### config.mk
export PLATFORM = sky130hd
export DESIGN_NAME = imm_mem
export DESIGN_NICKNAME = d
export VERILOG_FILES = /design/src/imm_pkg.sv /design/src/imm_mem.sv
export SDC_FILE = /design/constraint.sdc
export NUM_CORES = 2
export LEC_CHECK = 0
export BUFFER_PORTS_ARGS = -buffer_cell sky130_fd_sc_hd__buf_2
export CORE_ASPECT_RATIO = 1.4
export CORE_MARGIN = 3
export CORE_UTILIZATION = 65
export CTS_BUF_LIST = sky130_fd_sc_hd__clkbuf_16
export DETAILED_ROUTE_END_ITERATION = 16
export PLACE_DENSITY = 0.82
export SLEW_MARGIN = 40
export SYNTH_ARGS = -nofsm -noshare
export SYNTH_HDL_FRONTEND = slang
export SYNTH_SLANG_ARGS = --single-unit
export TNS_END_PERCENT = 100
### constraint.sdc
create_clock -name aclk -period 12.3 [get_ports aclk]
set_input_delay 2.46 -clock aclk [delete_from_list [all_inputs] [get_ports aclk]]
set_output_delay 2.46 -clock aclk [all_outputs]
set_load 0.01 [all_outputs]
### src/imm_pkg.sv
// Shared types and constants for the integer matrix multiply block.
`timescale 1ns / 1ps
`default_nettype none

package imm_pkg;

    // Fixed field widths
    localparam int DATA_W = 64;
    localparam int IDX_W  = 3;
    localparam int DIM_W  = 4;
    localparam int CMD_W  = 2;
    localparam int CFG_W  = 2;
    localparam int TDATA_W = 72;

    // Command codes carried in s_tuser
    localparam logic [CMD_W-1:0] CMD_WR_A = 2'd0;
    localparam logic [CMD_W-1:0] CMD_WR_B = 2'd1;
    localparam logic [CMD_W-1:0] CMD_MUL  = 2'd2;

    // Configuration register indexes
    localparam logic [CFG_W-1:0] REG_ROWS_A    = 2'd0;
    localparam logic [CFG_W-1:0] REG_INNER_DIM = 2'd1;
    localparam logic [CFG_W-1:0] REG_COLS_B    = 2'd2;

    localparam logic [DIM_W-1:0] DIM_RESET = 4'd8;

    // Tag that travels with each read pair through the MAC pipeline
    typedef struct packed {
        logic vld;
        logic first;
        logic last;
    } tag_t;

endpackage

`default_nettype wire

### src/imm_mem.sv
// Single-port-write, single-port-read synchronous element store.
`timescale 1ns / 1ps
`default_nettype none

module imm_mem #(
    parameter int DEPTH = 64,
    parameter int AW    = 6
) (
    input  wire                            aclk,
    input  wire                            wr_en,
    input  wire [AW-1:0]                   wr_addr,
    input  wire [imm_pkg::DATA_W-1:0]      wr_data,
    input  wire [AW-1:0]                   rd_addr,
    output logic [imm_pkg::DATA_W-1:0]     rd_data
);

    logic [imm_pkg::DATA_W-1:0] mem [DEPTH];
    logic [imm_pkg::DATA_W-1:0] rd_data_reg;

    // Write port
    always_ff @(posedge aclk) begin
        if (wr_en) begin
            mem[wr_addr] <= wr_data;
        end
    end

    // Registered read
    always_ff @(posedge aclk) begin
        rd_data_reg <= mem[rd_addr];
    end

    assign rd_data = rd_data_reg;

endmodule

`default_nettype wire

==> summary.txt <==
Routing
  • Final wirelength: 513.4 mm
  • Via density: just over 8
  • Routed length per placed instance: 49.48 um
  • Initial DRC count: 17,460
  • Antenna viol nets, final: 0
  • Routed vias: 84,690
  • Drt first pass iters: 9
  • # DRC: 0

Worst setup path
  • CP Launch Type: input port
  • Max FO, Critical Path: 54
  • Crit path DAT: approximately 6500 ps
  • Worst setup path category: in -> reg
  • Worst EP required: 13,080 ps
  • Critical Path End Type: register

Cells and area
  • Max reg flops: 4,096
  • FF/Latch Area: 0.1243 mm^2
  • Area of the multi-input gates: 0.03084 mm^2
  • Commonest non-fill, non-tap cell in the layout: edfxtp_1
  • Layout area overhead: 11.13%
  • Most frequent cells in the layout: edfxtp_1, mux4_2, clkbuf_16
  • Nets: 7,027
  • Fillers: roughly 12,000
  • Ratio of cells with drive above 1 in the final layout: 27.44%
  • Fin util: 72.78%
  • Final Non-Filler Cells: about 10,000

STA
  • F_max: roughly 0.17 GHz
  • Clock skew: 63.77 ps
  • Slew of the pin with the lowest slew margin: approximately 1100 ps
  • Max_slew headroom: 28.74%
  • Final setup vio count: 0
  • RSZ-0062 raised after global routing: false
  • Max-slew violations: 0
  • Final hold vios: 0
  • Setup TNS: 0 ps
  • Crit share post-route: 46.78%
  • Fin crit period: roughly 5800 ps

Logic synthesis
  • Cell variety after synth: 33
  • Flops & latches, synth: 4,160
  • Syn avg cell area: 23.70 um^2
  • Largest area contributor in the netlist: edfxtp_1
  • Ys async rst share: 0%
  • Sequential element share of the synthesized area: 79.49%
  • Yosys warnings: 0
  • Post-Syn Instances: 6,598
  • Top-area cell type share of the netlist area: between 70 and 80%
  • Top post-synthesis cells by area: edfxtp_1, mux4_2, mux2i_1
  • Synthesized Nets: 6,676
  • Syn Std Cell Area: 0.1563 mm^2
  • Number of enable-type register cells in the synthesized netlist: 4,096
  • Ys flop type: edfxtp_1

Clock tree
  • CTS hold repair buffers: 0
  • Root buf cell: clkbuf_16
  • Cts bufs inserted: 358
  • H-tree lvl count: 5
  • Post-CTS Resized: 0
  • Skew-Pair Late Insertion Delay: 940 ps
  • Clock Pin Slew Worst Setup and Hold Paths: 70 ps
  • CTS max path bufs: 4
  • Buffers inserted by post-CTS timing repair: 0
  • TritonCTS clock tree: done
  • # clock sinks: around 4,200

Die
  • DIE WIDTH: 420.5 um
  • Die height: around 600 um
  • Top Ports: 142
  • Core Rows: 212
  • Die area: 0.2465 mm^2
  • Initial Util: about two thirds
  • Core area: 0.2387 mm^2

Pwr
  • Lkg Pwr: 54.35 nW
  • Max VDD drop: 0.1888 mV
  • Power per cell area: 164.6 mW/mm^2

Run status
  • Status: finished, final reports clean

Global route
  • Antenna violations before repair: 48
  • Largest net degree at the start of global routing: 121
  • Global-route wire length before repair: 679.2 mm
  • GRT Overall Usage: 40.81%
  • Number of global-route vias before repair: 85,020
  • Gr ovfl total: 0

Job
  • Maximum Capacitance Violations: 0

Placement
  • Port Buffers: about 140
  • Inst Count DP: 9,682
  • Dpl hpwl: between 200 and 250 mm
  • Routability Congestion: 0.8069

Min path
  • Worst hold path type: reg -> reg
==> final timing paths <==
path	startpoint	end	slack, ps	depth (start not counted)
worst max-delay path	rd_addr[2]	rd_data[34]$_DFF_P_	6550	9
worst min-delay path	mem[44][14]$_DFFE_PP_	rd_data[14]$_DFF_P_	870	4
worst max register to register	mem[13][10]$_DFFE_PP_	rd_data[10]$_DFF_P_	9640	5
worst min register to register	mem[44][14]$_DFFE_PP_	rd_data[14]$_DFF_P_	870	4
==> power by group <==
part	switching (mW)	internal [mW]	leakage (nW)
Sequential	0.0841	15.7	37.4
Clock	5.40	6.01	5.73
Combinational	0.923	0.497	11.2
==> final cells by class <==
cell class | instances | area share (%)
Clock inverter | 285 | 1.285
Clock buffer | 359 | 5.170
Tap cell | 3103 | 2.234
Timing Repair Buffer | 361 | 1.934
Sequential cell | 4160 | 71.53
Inverter | 19 | 0.04105
Multi-Input combinational cell | 2049 | 17.75
Antenna cell | 41 | 0.05905
==> logic make-up after synthesis <==
group                  Yosys count  share of synthesized area, %
flip-flops                    4160                         79.49
multiplexers                  1159                         15.61
AO/OA/AOI/OAI                  504                         2.477
buffers and inverters          389                         1.180
AND/OR/NAND/NOR                386                         1.240
==> metal layers <==
layer  vias to the layer above  track usage (%)  share of wire [%]  wire length [um]
li1                      29160                -                  -                 -
met1                     41790            48.94                 27            137400
met2                     10570            61.98                 46            238200
met3                      3133            13.65                 16             84570
met4                        38            30.92                 10             53060
met5                         -           0.4336              0.045               229
==> metrics by stage <==
stage	total power, mW	hold WS, ps	cell area (um^2)	setup WS (ps)
finish	28.60	874.2	173800	6546
global route	28.99	897.4	173700	6640
CTS	28.37	862.3	173300	6771
detailed placement	17.36	839.3	162000	5941
global placement	17.29	822.8	161300	5951
floorplan	16.77	787.8	156300	4404
==> critical path, cell delays in order <==
cell and delay, ps:
buf_8 330, buf_4 670, buf_4 820, buf_4 800
mux4_2 430, nor2b_1 150, a211oi_1 280, o22ai_1 210
and3_1 200
==> synthesized netlist by cell type (18+ instances only) <==
| cell type | count |
|---|---|
| a211oi_1 | 63 |
| a22o_1 | 88 |
| a22oi_1 | 168 |
| a2bb2oi_1 | 19 |
| a31oi_1 | 18 |
| a41oi_1 | 26 |
| and3_1 | 64 |
| buf_1 | 20 |
| buf_2 | 170 |
| buf_4 | 34 |
| clkbuf_1 | 140 |
| dfxtp_1 | 64 |
| edfxtp_1 | 4096 |
| inv_1 | 19 |
| mux2i_1 | 135 |
| mux4_2 | 1024 |
| nand2_1 | 58 |
| nand3_1 | 45 |
| nor2_1 | 112 |
| nor2b_1 | 28 |
| o221ai_1 | 38 |
| o22ai_1 | 83 |
| or2_2 | 28 |
| or3_1 | 29 |
No activity file was read; power rests on OpenSTA's default activity.
